### src/pfb_pkg.sv
// Package for the page framebuffer blitter: request/response payload types,
// status and mode codes, and the command word passed from front to back.
// No dependencies.
package pfb_pkg;

  // Default frame size in pixels
  localparam int FRAME_WIDTH_DEF  = 128;
  localparam int FRAME_HEIGHT_DEF = 64;

  // Command queue between front and back
  localparam int QUEUE_DEPTH = 2;
  localparam int QUEUE_PTR_W = 1;
  localparam int QUEUE_CNT_W = 2;

  // Request modes
  localparam logic [2:0] MODE_OPEN  = 3'd0;
  localparam logic [2:0] MODE_BYTE  = 3'd1;
  localparam logic [2:0] MODE_FILL  = 3'd2;
  localparam logic [2:0] MODE_CLEAR = 3'd3;
  localparam logic [2:0] MODE_READ  = 3'd4;

  // Response status codes
  localparam logic [1:0] ST_OK      = 2'd0;
  localparam logic [1:0] ST_CLIPPED = 2'd1;
  localparam logic [1:0] ST_ORPHAN  = 2'd2;

  typedef struct packed {
    logic [2:0] mode;
    logic [6:0] pos_x;
    logic [5:0] pos_y;
    logic [7:0] rect_w;
    logic [6:0] rect_h;
    logic       invert;
    logic [7:0] data_byte;
    logic [9:0] read_index;
  } req_t;

  typedef struct packed {
    logic [7:0] read_data;
    logic [1:0] status;
    logic       blit_done;
  } rsp_t;

  typedef enum logic [2:0] {
    OP_NOP,
    OP_BLIT,
    OP_FILL,
    OP_CLEAR,
    OP_READ
  } cmd_op_t;

  // One unit of back-end work. Blit: x0 = column, xend = column + 1,
  // y0 = first row, mask = rows to write, data = pixel values.
  // Fill: columns [x0, xend), rows [y0, yend), data = all set or all clear.
  typedef struct packed {
    cmd_op_t    op;
    logic [1:0] status;
    logic       done;
    logic [8:0] x0;
    logic [8:0] xend;
    logic [7:0] y0;
    logic [7:0] yend;
    logic [7:0] mask;
    logic [7:0] data;
    logic [9:0] read_index;
  } cmd_t;

endpackage

### src/pfb_queue.sv
// Short command queue between the blitter front end and back end.
// Uses pfb_pkg for the command word and depth.
module pfb_queue import pfb_pkg::*; (
  input  logic clk,
  input  logic rst,
  input  logic push,
  input  cmd_t push_cmd,
  output logic push_ready,
  input  logic pop,
  output logic pop_valid,
  output cmd_t pop_cmd
);

  cmd_t                   slots [QUEUE_DEPTH];
  logic [QUEUE_PTR_W-1:0] wr_ptr;
  logic [QUEUE_PTR_W-1:0] rd_ptr;
  logic [QUEUE_CNT_W-1:0] count;

  assign push_ready = count < QUEUE_CNT_W'(QUEUE_DEPTH);
  assign pop_valid  = count != '0;
  assign pop_cmd    = slots[rd_ptr];

  // Store commands
  always_ff @(posedge clk) begin
    if (push) begin
      slots[wr_ptr] <= push_cmd;
    end
  end

  // Advance pointers and count
  always_ff @(posedge clk) begin
    if (rst) begin
      wr_ptr <= '0;
      rd_ptr <= '0;
      count  <= '0;
    end else begin
      if (push) begin
        wr_ptr <= wr_ptr + QUEUE_PTR_W'(1);
      end
      if (pop) begin
        rd_ptr <= rd_ptr + QUEUE_PTR_W'(1);
      end
      case ({push, pop})
        2'b10:   count <= count + QUEUE_CNT_W'(1);
        2'b01:   count <= count - QUEUE_CNT_W'(1);
        default: count <= count;
      endcase
    end
  end

endmodule

### config.mk
export PLATFORM = sky130hd
export DESIGN_NAME = pfb_queue
export DESIGN_NICKNAME = d
export VERILOG_FILES = /design/src/pfb_pkg.sv /design/src/pfb_queue.sv
export SDC_FILE = /design/constraint.sdc
export NUM_CORES = 1
export LEC_CHECK = 0
export BUFFER_PORTS_ARGS = -buffer_cell sky130_fd_sc_hd__buf_4
export CORE_MARGIN = 2
export CORE_UTILIZATION = 35
export DETAILED_ROUTE_END_ITERATION = 7
export GPL_TIMING_DRIVEN = 0
export PLACE_DENSITY_LB_ADDON = 0.1
export SLEW_MARGIN = 20
export SYNTH_ARGS = -nofsm -noshare
export SYNTH_HDL_FRONTEND = slang
export SYNTH_SLANG_ARGS = --single-unit
### constraint.sdc
create_clock -name clk -period 6.01 [get_ports clk]
set_input_delay 0.9015 -clock clk [delete_from_list [all_inputs] [get_ports clk]]
set_output_delay 0.9015 -clock clk [all_outputs]
set_load 0.02 [all_outputs]
==> results list <==
- Result of the run: finished clean
- Switching portion of total power: a little over a fifth
- Final WS setup: approximately 3.5 ns
- In this run, synthesis produced a sequential element count of around 140.
- In this run the worst hold path is classified as reg2reg.
* Hold-fix buffers at CTS: 0
- The number of clock buffers added by TritonCTS is 17.
* Reg-to-reg critical path endpoint: slots[1][20]
- Critical-path maximum fanout: 10
* Design area: 6920 µm²
- Number of synthesis warnings: 0
- Clk Tree Root Cell: sky130_fd_sc_hd__clkbuf_16
- Static timing analysis puts the maximum clock frequency at around 400 MHz.
- In this run the count of I/O pins placed on the die edge is approximately 140.
- Setup repair after global routing left no endpoint under its margin.
* Fraction of power consumed by the clock network: 41.0%
- Cells with a size suffix above 1 make up 61.3% of the layout.
- Of the synthesized area, sequential elements account for approximately four fifths.
- Number of cells traversed by the worst hold path: 2
* Cells after synthesis: 227
- The worst hold path begins at count[1].
* Min-Delay Endpoint: count[1]
* Starting utilization of the core area: a little over a third
* Residual DRC count: 0
- Floorplan die width: roughly 120 µm
- Setup violations remaining at the end of the flow were counted as 0.
- Summed over all layers, the global routing overflow is 0.
* Buffers on Ports: approximately 140
- DRT antenna net count: 0
- P_sw: around 0.53 mW
- Wire length of the first global-routing pass: ~13000 µm
- In this run the core area contains 43 standard-cell rows.
* Total of cells resized after clock tree synthesis: 0
- Placed inst area: approximately 6300 µm²
- A synthesized cell averages around 22 µm².
* Setup clock skew after layout: 0.00407 ns
- Summed over all cells, the static leakage comes to around 2.6 nW.
- After the last flow step, the layout net total stands at roughly 460.
- Number of max-cap violations: 0
- Vias per std cell: roughly 4.5
- For this block, the initial DRC count from the detailed router was ~110.
- Die height: between 100 and 150 µm
* Largest net degree at the start of global routing: 35
* Combinational cell fraction of total power: 13.2%
- Wires add up to between 9000 and 10000 µm.
* Most common cell after layout, fill and taps aside: sky130_fd_sc_hd__buf_4
- The initial antenna violation count was 0.
* Number of filler cells placed in the layout: between 1000 and 1500
* Internal power: ~1.9 mW
- Measured against its own limit, the worst slew margin works out to between 60% and 70%.
- VDD sags by at most 0.167 mV.
- Total power draw: roughly 2.5 mW
- Critical path startpoint category: flop
* Iteration count of the initial detailed-routing pass: 4
* Minimum period implied by the final worst setup slack: around 2.6 ns
- Growth of design area from synthesis to finish: 39.1%
- Vias post-DR: around 2600
- Distinct cell type count of the synthesized netlist: 16
- TritonCTS clock tree: built
* Detailed placement HPWL: approximately 6000 µm
- For the worst flop-to-flop path, the logic depth is 2.
- In this run the standard cell core region covers 13900 µm².
- Global routing used 12.0% of the available tracks.
- The H-tree was split into 4 levels.
- Final slew viol count: 0
- After clock tree synthesis, the clock-pin slew on the worst setup and hold paths is 0.05 ns.
- Reg-to-reg setup timing slack: around 4.5 ns
- Most frequent cells in the layout: sky130_fd_sc_hd__buf_4 (138), sky130_fd_sc_hd__edfxtp_1 (132), sky130_fd_sc_hd__mux2_2 (66)
* Vias in the first global route: around 2600
- Final cell utilization of the core: 49.8%
- Setup WS pre-CTS: about 3.8 ns
- Post-CTS Setup Bufs: 0
* Worst Max-Slew Pin Slew: 0.503 ns
- Antenna cell count: 0
- Die area: 15200 µm²
* Final worst-path cycle share: roughly 42%
- The number of nets in the synthesized netlist is between 200 and 300.
* Latest clock arrival within the worst-skew pair: 0.40 ns
- Worst setup EP type: primary output
* Sequential power share: 45.8%
- Routed wire per std cell: around 16 µm
- Data required time at the worst endpoint: around 5 ns
- Power density cells: 356 nW/µm²
- Critical path start-end classification: reg2out
- In this run the critical register-to-register path is launched from wr_ptr.
- Data arrives at the worst endpoint at between 1.5 and 2 ns.
- The congestion estimate from routability-driven global placement came to 0.728.
- Clock Sink Count: roughly 140
- The tightest hold path in the finished design has a slack of approximately 0.51 ns.
- The synthesized netlist occupies a cell area of a little under 5000 µm².
- Endpoints failing hold: 0
* Buffer depth of the longest clock path: 2
-- worst max path at each step --
stage	start	endpoint	cells after the start
final	flop	pop_cmd[35]	4
after global placement	push	slots[0][5]	3
after global routing	flop	pop_cmd[35]	4
after floorplan	push	slots[0][0]	2
after CTS	flop	pop_cmd[35]	4
after detailed placement	push	slots[0][2]	5
-- power by group through the flow --
stage / Combinational (mW) / Clock, mW / Sequential [mW]
CTS: 0.334 / 1.03 / 1.13
finish: 0.326 / 1.01 / 1.13
floorplan: 0.176 / 0 / 1.15
global route: 0.349 / 1.08 / 1.13
global placement: 0.317 / 0 / 1.15
detailed placement: 0.332 / 0 / 1.15
-- metal layers --
layer  share of wire, %  up-vias  global-route usage, %
met4                1.8        0                   5.97
met1                 41     1259                   13.7
met5                  0        -                      0
met3                9.8       11                   6.55
li1                   -     1214                      -
met2                 48      100                   18.4
-- synth_stat cells (all sizes together) --
cell | count | area, µm²
inv | 2 | 7.51
o21ai | 1 | 5.00
or3 | 1 | 6.26
buf | 7 | 62.6
xor2 | 1 | 8.76
dfxtp | 5 | 100
xnor2 | 3 | 26.3
nor2 | 5 | 18.8
or2 | 1 | 6.26
and2 | 1 | 6.26
mux2 | 66 | 743
ha | 1 | 12.5
edfxtp | 132 | 3960
a21oi | 1 | 5.00
-- critical path, cell delays in order, from the launching register on --
cell and delay, ns:
sky130_fd_sc_hd__dfxtp_1 0.34, sky130_fd_sc_hd__buf_4 0.21, sky130_fd_sc_hd__buf_6 0.18, sky130_fd_sc_hd__mux2_2 0.35
sky130_fd_sc_hd__buf_4 0.16
-- metrics by stage --
step / setup TNS, ns / std cells
6_report: 0 / 580
5_1_grt: 0 / 580
4_1_cts: 0 / 580
3_5_place_dp: 0 / 548
3_3_place_gp: -17.92 / 544
2_1_floorplan: 0 / 227
-- state kept, by name, indices dropped and copies added (netlist names), named ones only --
register  flops
slots       132
count         2
rd_ptr        1
wr_ptr        1
-- area by class of cell --
| cell class | count | area, µm² | share of cell area [%] |
|---|---|---|---|
| sequential | 137 | 4060 | 58.8 |
| buffer | 7 | 62.6 | 0.904 |
| tap | 180 | 225 | 3.26 |
| clock buffer | 25 | 495 | 7.16 |
| clock inverter | 7 | 90.1 | 1.30 |
| inverter | 2 | 7.51 | 0.109 |
| timing repair buffer | 141 | 1120 | 16.2 |
| multi-input combinational | 81 | 848 | 12.3 |
-- cells by family after synthesis --
| group | synth area share [%] |
|---|---|
| adders and majority gates | 0.252 |
| DFF | 81.7 |
| AOI/OAI and AO/OA | 0.201 |
| and+or+nand+nor | 0.755 |
| muxes | 14.9 |
| buffers and inverters | 1.41 |
| xor gates and xnor gates | 0.705 |
No activity file was read; power rests on OpenSTA's default activity.
