<file path="config.mk">
export PLATFORM = sky130hd
export DESIGN_NAME = pfb_front
export DESIGN_NICKNAME = d
export VERILOG_FILES = /design/src/pfb_pkg.sv /design/src/pfb_front.sv
export SDC_FILE = /design/constraint.sdc
export NUM_CORES = 1
export LEC_CHECK = 0
export ABC_AREA = 1
export BUFFER_PORTS_ARGS = -buffer_cell sky130_fd_sc_hd__clkbuf_2
export CORE_MARGIN = 2
export CORE_UTILIZATION = 54
export DETAILED_ROUTE_END_ITERATION = 8
export HOLD_SLACK_MARGIN = 0.15
export PLACE_DENSITY = 0.8
export SLEW_MARGIN = 25
export SYNTH_ARGS = -nofsm -noshare
export SYNTH_HDL_FRONTEND = slang
export SYNTH_SLANG_ARGS = --single-unit
export TNS_END_PERCENT = 20
</file>
<file path="constraint.sdc">
create_clock -name clk -period 2.53 [get_ports clk]
set_input_delay 0.1265 -clock clk [delete_from_list [all_inputs] [get_ports clk]]
set_output_delay 0.1265 -clock clk [all_outputs]
set_load 0.05 [all_outputs]
</file>
<file path="src/pfb_pkg.sv">
// Package for the page framebuffer blitter: request/response payload types,
// status and mode codes, and the command word passed from front to back.
// No dependencies.
package pfb_pkg;

  // Default frame size in pixels
  localparam int FRAME_WIDTH_DEF  = 128;
  localparam int FRAME_HEIGHT_DEF = 64;

  // Command queue between front and back
  localparam int QUEUE_DEPTH = 2;
  localparam int QUEUE_PTR_W = 1;
  localparam int QUEUE_CNT_W = 2;

  // Request modes
  localparam logic [2:0] MODE_OPEN  = 3'd0;
  localparam logic [2:0] MODE_BYTE  = 3'd1;
  localparam logic [2:0] MODE_FILL  = 3'd2;
  localparam logic [2:0] MODE_CLEAR = 3'd3;
  localparam logic [2:0] MODE_READ  = 3'd4;

  // Response status codes
  localparam logic [1:0] ST_OK      = 2'd0;
  localparam logic [1:0] ST_CLIPPED = 2'd1;
  localparam logic [1:0] ST_ORPHAN  = 2'd2;

  typedef struct packed {
    logic [2:0] mode;
    logic [6:0] pos_x;
    logic [5:0] pos_y;
    logic [7:0] rect_w;
    logic [6:0] rect_h;
    logic       invert;
    logic [7:0] data_byte;
    logic [9:0] read_index;
  } req_t;

  typedef struct packed {
    logic [7:0] read_data;
    logic [1:0] status;
    logic       blit_done;
  } rsp_t;

  typedef enum logic [2:0] {
    OP_NOP,
    OP_BLIT,
    OP_FILL,
    OP_CLEAR,
    OP_READ
  } cmd_op_t;

  // One unit of back-end work. Blit: x0 = column, xend = column + 1,
  // y0 = first row, mask = rows to write, data = pixel values.
  // Fill: columns [x0, xend), rows [y0, yend), data = all set or all clear.
  typedef struct packed {
    cmd_op_t    op;
    logic [1:0] status;
    logic       done;
    logic [8:0] x0;
    logic [8:0] xend;
    logic [7:0] y0;
    logic [7:0] yend;
    logic [7:0] mask;
    logic [7:0] data;
    logic [9:0] read_index;
  } cmd_t;

endpackage

</file>
<file path="src/pfb_front.sv">
// Front end of the blitter: accepts requests, tracks the open blit and its
// cursors, and turns each request into one command word. Uses pfb_pkg.
module pfb_front import pfb_pkg::*; #(
  parameter int FRAME_WIDTH  = FRAME_WIDTH_DEF,
  parameter int FRAME_HEIGHT = FRAME_HEIGHT_DEF
) (
  input  logic clk,
  input  logic rst,
  input  logic req_valid,
  output logic req_ready,
  input  req_t req,
  input  logic init_busy,
  input  logic q_ready,
  output logic push,
  output cmd_t cmd
);

  // Blit state
  logic [6:0] origin_x;
  logic [5:0] origin_y;
  logic [7:0] blit_width;
  logic [6:0] blit_height;
  logic       blit_invert;
  logic [7:0] column_cursor;
  logic [3:0] band_cursor;
  logic       blit_open;

  logic [7:0] open_w;
  logic [6:0] open_h;
  logic [8:0] blit_col;
  logic [7:0] blit_row0;
  logic [7:0] band_row;
  logic [7:0] in_blit;
  logic [7:0] row_ok;
  logic       blit_clipped;
  logic [7:0] col_next;
  logic       band_end;
  logic       last_band;
  logic [8:0] fill_xsum;
  logic [7:0] fill_ysum;
  logic       fill_clipped;

  assign req_ready = q_ready && !init_busy;
  assign push      = req_valid && req_ready;

  // Saturate the blit size to the frame
  always_comb begin
    open_w = (32'(req.rect_w) > FRAME_WIDTH)  ? 8'(FRAME_WIDTH)  : req.rect_w;
    open_h = (32'(req.rect_h) > FRAME_HEIGHT) ? 7'(FRAME_HEIGHT) : req.rect_h;
  end

  // Locate the current source byte and find which of its rows land in frame
  always_comb begin
    blit_col  = 9'(origin_x) + 9'(column_cursor);
    blit_row0 = 8'(origin_y) + {1'b0, band_cursor, 3'b000};
    band_row  = 8'd0;
    for (int k = 0; k < 8; k++) begin
      band_row   = {1'b0, band_cursor, 3'b000} + 8'(k);
      in_blit[k] = band_row < {1'b0, blit_height};
      row_ok[k]  = in_blit[k] && (32'(blit_col) < FRAME_WIDTH)
                   && ((int'(blit_row0) + k) < FRAME_HEIGHT);
    end
    blit_clipped = |(in_blit & ~row_ok);
    col_next     = column_cursor + 8'd1;
    band_end     = col_next >= blit_width;
    last_band    = ({1'b0, band_cursor, 3'b000} + 8'd8) >= {1'b0, blit_height};
  end

  // Clip the fill rectangle against the frame
  always_comb begin
    fill_xsum    = 9'(req.pos_x) + 9'(req.rect_w);
    fill_ysum    = 8'(req.pos_y) + 8'(req.rect_h);
    fill_clipped = (req.rect_w != 8'd0) && (req.rect_h != 7'd0)
                   && ((32'(fill_xsum) > FRAME_WIDTH) || (32'(fill_ysum) > FRAME_HEIGHT));
  end

  // Build the command word
  always_comb begin
    cmd            = '0;
    cmd.op         = OP_NOP;
    cmd.status     = ST_OK;
    cmd.read_index = req.read_index;
    case (req.mode)
      MODE_BYTE: begin
        if (!blit_open) begin
          cmd.status = ST_ORPHAN;
        end else begin
          cmd.op     = OP_BLIT;
          cmd.status = blit_clipped ? ST_CLIPPED : ST_OK;
          cmd.done   = band_end && last_band;
          cmd.x0     = blit_col;
          cmd.xend   = blit_col + 9'd1;
          cmd.y0     = blit_row0;
          cmd.mask   = row_ok;
          cmd.data   = req.data_byte ^ {8{blit_invert}};
        end
      end
      MODE_FILL: begin
        cmd.op     = OP_FILL;
        cmd.status = fill_clipped ? ST_CLIPPED : ST_OK;
        cmd.x0     = 9'(req.pos_x);
        cmd.xend   = (32'(fill_xsum) > FRAME_WIDTH) ? 9'(FRAME_WIDTH) : fill_xsum;
        cmd.y0     = 8'(req.pos_y);
        cmd.yend   = (32'(fill_ysum) > FRAME_HEIGHT) ? 8'(FRAME_HEIGHT) : fill_ysum;
        cmd.data   = {8{req.invert}};
      end
      MODE_CLEAR: cmd.op = OP_CLEAR;
      MODE_READ:  cmd.op = OP_READ;
      default:    cmd.op = OP_NOP;
    endcase
  end

  // Update blit state on each accepted request
  always_ff @(posedge clk) begin
    if (rst) begin
      origin_x      <= '0;
      origin_y      <= '0;
      blit_width    <= '0;
      blit_height   <= '0;
      blit_invert   <= 1'b0;
      column_cursor <= '0;
      band_cursor   <= '0;
      blit_open     <= 1'b0;
    end else if (push) begin
      if (req.mode == MODE_OPEN) begin
        origin_x      <= req.pos_x;
        origin_y      <= req.pos_y;
        blit_width    <= open_w;
        blit_height   <= open_h;
        blit_invert   <= req.invert;
        column_cursor <= '0;
        band_cursor   <= '0;
        blit_open     <= (open_w != 8'd0) && (open_h != 7'd0);
      end else if (req.mode == MODE_BYTE && blit_open) begin
        if (!band_end) begin
          column_cursor <= col_next;
        end else begin
          column_cursor <= '0;
          if (last_band) begin
            band_cursor <= '0;
            blit_open   <= 1'b0;
          end else begin
            band_cursor <= band_cursor + 4'd1;
          end
        end
      end
    end
  end

endmodule

</file>
==> results of run 1 <==
[worst max-delay path: stages, from the launching register on]
cell and delay [ns]:
dfxtp_4 0.41, nand2_4 0.07, nor2_4 0.12, nand4_1 0.17
nor2_1 0.20, xor2_1 0.17, inv_1 0.10, ha_4 0.28
nand2_4 0.06, nor2_4 0.11, nand4_1 0.16, nand3_2 0.13
nand2_2 0.05, a21oi_2 0.14, buf_8 0.16
[cell families (layout without fill, tap and decap cells)]
logic type | after synthesis | in the layout | share of synthesized area
simple gates | 341 | 342 | 0.342
compound gates | 115 | 115 | 0.150
buf+inv | 109 | 249 | 0.106
fa+ha+maj | 47 | 47 | 0.144
flops | 42 | 42 | 0.196
xor+xnor | 30 | 30 | 0.0611
other cells | 1 | 1 | 0.000872
[final timing paths]
path	slack, ns	cells after the start	from	endpoint
max	-0.21	14	column_cursor[0]	cmd[60]
max reg2reg	-0.16	16	column_cursor[0]	band_cursor[3]
min	0.15	3	req[34]	origin_y[0]
min reg2reg	0.47	2	blit_width[3]	blit_width[3]
[registers in the layout, summed over array words and instances, names as in the netlist]
name and count:
column_cursor 8, blit_invert 1, blit_open 1, blit_width 8, band_cursor 4, blit_height 7
origin_x 7, origin_y 6
[cell type report]
type | instances | area, sq um
Fill cell | 554 | 1800
Sequential cell | 42 | 861
Multi-Input combinational cell | 535 | 3440
Inverter | 84 | 323
Timing Repair Buffer | 157 | 1080
Clock inverter | 3 | 26.3
Tap cell | 102 | 128
Clock buffer | 5 | 68.8
[Yosys cell counts, types with 2 or more instances]
master and instances:
nand2_1 154, nor2_1 95, inv_1 75, nand3_1 52, a21oi_1 45, o21ai_0 44
ha_1 43, dfxtp_1 42, xor2_1 16, xnor2_1 14, clkbuf_1 12, buf_4 11
nor3_1 9, nand4_1 7, a211oi_1 6, inv_2 6, o22ai_1 5, fa_1 4
nand3b_1 4, or2_2 4, a22oi_1 3, nor2_2 3, nor3_2 3, a22o_1 2
a31oi_1 2, nor3b_1 2, nor4_1 2, o211ai_1 2
[per-stage QoR]
stage	area [sq um]	setup slack [ns]	utilization	hold WS, ns
floorplan	4310	-0.183	-	0.261
global placement	4970	0.0852	0.643	0.253
detailed placement	4970	0.0198	0.643	0.253
CTS	5490	-0.0910	0.710	0.155
global route	5930	-0.314	0.767	0.184
finish	5930	-0.209	0.767	0.152
[power breakdown]
| part | leakage [uW] | total [uW] | internal [uW] | switching (uW) |
|---|---|---|---|---|
| clock | 0.0000495 | 474 | 205 | 268 |
| combinational | 0.00248 | 556 | 201 | 355 |
| sequential | 0.000345 | 673 | 665 | 7.95 |
[per-layer routing]
metal / part of all wire / vias up / track usage
li1: - / 2511 / -
met1: 0.37 / 2442 / 0.360
met2: 0.49 / 321 / 0.537
met3: 0.083 / 94 / 0.0540
met4: 0.057 / 0 / 0.147
met5: 0 / - / 0
[repair_timing]
| item | 4_1_cts | 5_1_grt |
|---|---|---|
| hold buffers | 19 | 0 |
| gates resized for setup | 48 | 121 |
| cloned | 0 | 1 |
| setup endpoints to repair | 16 | 40 |
| hold endpoints to repair | 19 | 0 |
| buffers inserted | 7 | 11 |
| pin swaps | 17 | 42 |
==> summary.md, run 1 <==
| Metric | Value |
|---|---|
| Commonest non-fill, non-tap cell in the layout | `nand2_1` |
| RePlAce Congestion | `slightly below 1` |
| Skew-Pair Late Insertion Delay | `0.31 ns` |
| Final Non-Filler Cells | `between 900 and 1000` |
| Yosys Warn Count | `0` |
| Clk slew on worst S/H paths | `between 0.1 and 0.15 ns` |
| Final number of setup-violating endpoints | `22` |
| Pwr dens | `approximately 290 mW/mm^2` |
| TritonCTS buffer count | `5` |
| Sum Neg Setup Slack | `-1.93 ns` |
| TritonCTS sink count | `between 40 and 50` |
| Largest net degree at the start of global routing | `38` |
| Initial core utilization | `0.556` |
| Row cnt | `32` |
| Vias in the first global route | `4865` |
| Routed Wire Length | `15.4 mm` |
| Placed cell count | `between 800 and 900` |
| Failing checks | `negative setup slack` |
| CP required | `between 2 and 2.5 ns` |
| Critical path fanouts, max | `4` |
| Port Buffers | `101` |
| GRT Residual Overflow | `0` |
| P_leak | `about 0.0029 uW` |
| Longest Clk Path Bufs | `2` |
| Endpoint class of the critical path | `output port` |
| RSZ-0062 raised after global routing | `yes` |
| Most frequent cells in the layout | `nand2_1, nor2_1, clkbuf_2, inv_1, nand3_1` |
| Full die area | `0.00869 sq mm` |
| Nets@finish | `927` |
| Share of post-route cells with drive strength above 1 | `0.305` |
| Synth top area share | `0.196` |
| Largest area contributor in the netlist | `dfxtp_1` |
| Fin crit period | `~2.7 ns` |
| Total number of vias | `5368` |
| Status | `finished with violations` |
| Starting DRT DRC Count | `459` |
| Ys flop type | `dfxtp_1` |
| Yosys reg bits | `42` |
| Max Cap Viol | `0` |
| Endpoints failing hold | `0` |
| F_max | `approximately 0.37 GHz` |
| First-pass DRT Iterations | `6` |
| Setup ws final | `-0.209 ns` |
| Die W | `between 90 and 100 um` |
| VDD IR max | `between 300 and 400 uV` |
| GR Util All Layers | `0.306` |
| Root Driver | `clkbuf_8` |
| CP Class | `flip-flop to output port` |
| H-tree depth | `2` |
| Avg Vias per Cell | `between 5 and 6` |
| Largest cells by area after synthesis | `dfxtp_1, nand2_1, ha_1, nor2_1, inv_1` |
| Hold/Removal Path Class | `input port to flip-flop` |
| Routed len/inst | `16.6 um` |
| Sequential share of the synthesized area | `0.196` |
| Post-DP HPWL | `10.1 mm` |
| Power consumption | `about 1700 uW` |
| Ant. Diodes | `0` |
| Antenna Violating Nets Remaining | `0` |
| Layout Skew | `between 0.015 and 0.02 ns` |
| Ports | `roughly 120` |
| Post-synth EDFFs | `0` |
| TritonCTS clock tree | `built` |
| Fin. max-slew vios | `0` |
| Async S/R FF share, synth | `0` |
| Worst slew pin tran | `0.735 ns` |
| Period Utilization, post-route | `1.08` |
| Syn_nets | `just under 800` |
| Post-Synthesis Mean Instance Area | `6.28 sq um` |
| First-pass GRT wire length | `21.6 mm` |
| Initial antenna violation count | `0` |
| Cells after Synth | `685` |
| Post-synth cell types | `46` |
| DRC | `0` |
| Worst Setup Start Kind | `flip-flop` |
| Die H | `93.2 um` |
| Core box area | `0.00773 sq mm` |
| WP data arrival | `between 2 and 3 ns` |
| Synthesized area | `0.00430 sq mm` |
| Max transition margin | `0.510` |
| Area Overhead vs Synth | `38.0%` |
No activity file was read; power rests on OpenSTA's default activity.
==> run 2: changes to the inputs <==
- CORE_ASPECT_RATIO: not set -> 1.25
- CORE_MARGIN: 2 -> not set
- CORE_UTILIZATION: 54 -> 55
- PLACE_DENSITY: 0.8 -> 0.81
- clock period: 2.53 -> 3.4 ns (I/O delays scaled with it)
==> summary.md, run 2 (synthesized netlist as in run 1, its figures left out) <==
| Metric | Value |
|---|---|
| Row cnt | `35 (+9.4%)` |
| Die H | `101 um (+8.2%)` |
| Endpoint class of the critical path | `output port` |
| Full die area | `0.00818 sq mm (-5.9%)` |
| Critical path's largest stage delay | `0.41 ns (about the same)` |
| RSZ-0062 raised after global routing | `no` |
| Hold Slack | `0.158 ns (+0.00629 ns)` |
| WP depth | `11 (-3)` |
| CP top delay family | `simple AND/OR/NAND/NOR gates` |
| Hold/Removal Path Class | `input port to flip-flop` |
| CP endpoint | `cmd[50]` |
| Area Overhead vs Synth | `15.6%` |
| TritonCTS clock tree | `built` |
| TritonCTS sink count | `42 (unchanged)` |
| M3 GR Usage | `0.0498 (-0.00421)` |
| Post-CTS resize count | `0 (-100%)` |
| Placed cell areas | `0.00480 sq mm (-3.4%)` |
| Max Cap Viol | `0 (unchanged)` |
| RePlAce Congestion | `0.933 (-6.2%)` |
| VDD IR max | `251 uV (-28%)` |
| Core box area | `0.00749 sq mm (-3.1%)` |
| Initial antenna violation count | `0 (unchanged)` |
| Commonest non-fill, non-tap cell in the layout | `nand2_1` |
| Status | `finished, final reports clean` |
| Max transition margin | `0.596 (+0.0865)` |
| Met1 Usage GRT | `0.359 (about the same)` |
| Worst Setup Start Kind | `flip-flop` |
| Placed cell count | `855 (-3.2%)` |
| Reg-to-Reg End | `column_cursor[2]` |
| Port Buffers | `101 (unchanged)` |
| Global routing's busiest layer | `met2` |
| Final Non-Filler Cells | `871 (-6.1%)` |
| Share of post-route cells with drive strength above 1 | `0.172 (-0.133)` |
| Most frequent cells in the layout | `nand2_1, clkbuf_2, nor2_1, inv_1, nand3_1` |
| Fin crit period | `between 3 and 4 ns` |
| Starting DRT DRC Count | `306 (-33%)` |
| Worst slew pin tran | `0.605 ns (-0.130 ns)` |
| Vias in the first global route | `4518 (-7.1%)` |
| Ports | `123 (unchanged)` |
| GRT Residual Overflow | `0 (unchanged)` |
| Critical path fanouts, max | `4 (unchanged)` |
| H-tree depth | `2 (unchanged)` |
| Power consumption | `1210 uW (-29%)` |
| Post-DP HPWL | `9.96 mm (-1.7%)` |
| Routed len/inst | `14.5 um (-12%)` |
| Skew-Pair Late Insertion Delay | `0.31 ns (about the same)` |
| Layout Skew | `0.0142 ns (-0.00568 ns)` |
| Cell mode on critical path | `nand2_1` |
| Reg2Reg Launch Point | `column_cursor[1]` |
| Root Driver | `clkbuf_8` |
| DRC | `0 (unchanged)` |
| Reg-to-reg slack, setup | `0.85 ns (+1.01 ns)` |
| Sum Neg Setup Slack | `0 ns (+1.93 ns)` |
| WP data arrival | `3.01 ns (+0.40 ns)` |
| Final number of setup-violating endpoints | `0 (-100%)` |
| Fin. max-slew vios | `0 (unchanged)` |
| Hold Startpoint | `req[43]` |
| Total number of vias | `4882 (-9.1%)` |
| Period Utilization, post-route | `0.935` |
| Nets@finish | `880 (-5.1%)` |
| Endpoints failing hold | `0 (unchanged)` |
| TritonCTS buffer count | `5 (unchanged)` |
| Setup crit start | `column_cursor[2]` |
| Pwr dens | `243 mW/mm^2 (-15%)` |
| Clk slew on worst S/H paths | `0.10 ns (about the same)` |
| Initial core utilization | `0.574 (+0.0178)` |
| Largest net degree at the start of global routing | `33 (-13%)` |
| CP Class | `flip-flop to output port` |
| Routed Wire Length | `12.6 mm (-18%)` |
| GR Util All Layers | `0.327 (+0.0211)` |
| Antenna Violating Nets Remaining | `0 (unchanged)` |
| Hold path depth | `3 (unchanged)` |
| Met2 Use GR | `0.605 (+0.0685)` |
| Ant. Diodes | `0 (unchanged)` |
| Avg Vias per Cell | `5.61 (-3.1%)` |
| Post-Layout Inst Area | `0.00497 sq mm (-16%)` |
| F_max | `roughly 0.31 GHz` |
| Die W | `81.1 um (-13%)` |
| Longest Clk Path Bufs | `2 (unchanged)` |
| Top flop regs | `blit_width: 8 flops, column_cursor: 8 flops` |
| CP required | `3.23 ns (+0.83 ns)` |
| Critical path cell sequence | `ha_1 -> or2_2 -> and2_1 -> xor2_1 -> nand2_1 -> nor2_1 -> nand2_1 -> nor2_1 -> nand2_1 -> a21oi_1 -> clkbuf_2` |
| Worst path bufs/invs | `1 (-1)` |
| FF-to-FF path depth | `13 (-3)` |
| P_leak | `0.00256 uW (-11%)` |
| First-pass DRT Iterations | `5 (-1)` |
| Slowest cell on the critical path | `dfxtp_1` |
| First-pass GRT wire length | `20.7 mm (-4.4%)` |
[run 2: cell types whose count changed in the layout (fill, tap and decap cells not counted), sizes merged]
cell,change
buf,-52
clkbuf,+17
dlygate4sd3,-11
inv,-3
clkinvlp,+2
clkinv,+1
nand2,-1
[run 2: routing by layer]
metal  vias to the layer above  routed length, um  part of all wire
met2                       217               6360              0.50
met4                         0                543             0.043
met5                         -                  0                 0
li1                       2425                  -                 -
met3                        51                766             0.061
met1                      2189               4980              0.39
[run 2: worst min path at each step]
stage and end:
2_1_floorplan origin_x[0], 3_3_place_gp cmd[6], 4_1_cts origin_x[2], 3_5_place_dp cmd[6]
5_1_grt blit_height[3], 6_report origin_x[3]
[run 2: power breakdown]
group	total [uW]	leakage (uW)	switching (uW)	internal [uW]
sequential	501	0.000339	5.19	496
combinational	364	0.00218	243	120
clock	344	0.0000408	197	147
[run 2: area by class of cell]
class | instances | area (sq um)
Timing Repair Buffer | 111 | 601
Tap cell | 92 | 115
Clock inverter | 3 | 23.8
Sequential cell | 42 | 841
Inverter | 84 | 319
Clock buffer | 5 | 68.8
Fill cell | 702 | 2520
Multi-Input combinational cell | 534 | 3000
[run 2: what timing repair did]
action,CTS,global route
endpoints found under the setup margin,0,0
hold buffers,8,0
hold endpoints to repair,8,0
setup buffers,0,0
[run 2: through the flow]
stage / setup slack, ns / util
after floorplan: 0.418 / -
after global placement: 0.656 / 0.641
after detailed placement: 0.576 / 0.641
after CTS: 0.225 / 0.664
after global routing: 0.0381 / 0.664
final: 0.220 / 0.664
[run 2: worst min-delay path, delay by kind of cell]
kind          cells  cell delay (ns)
buf+inv           1             0.13
simple gates      2             0.14
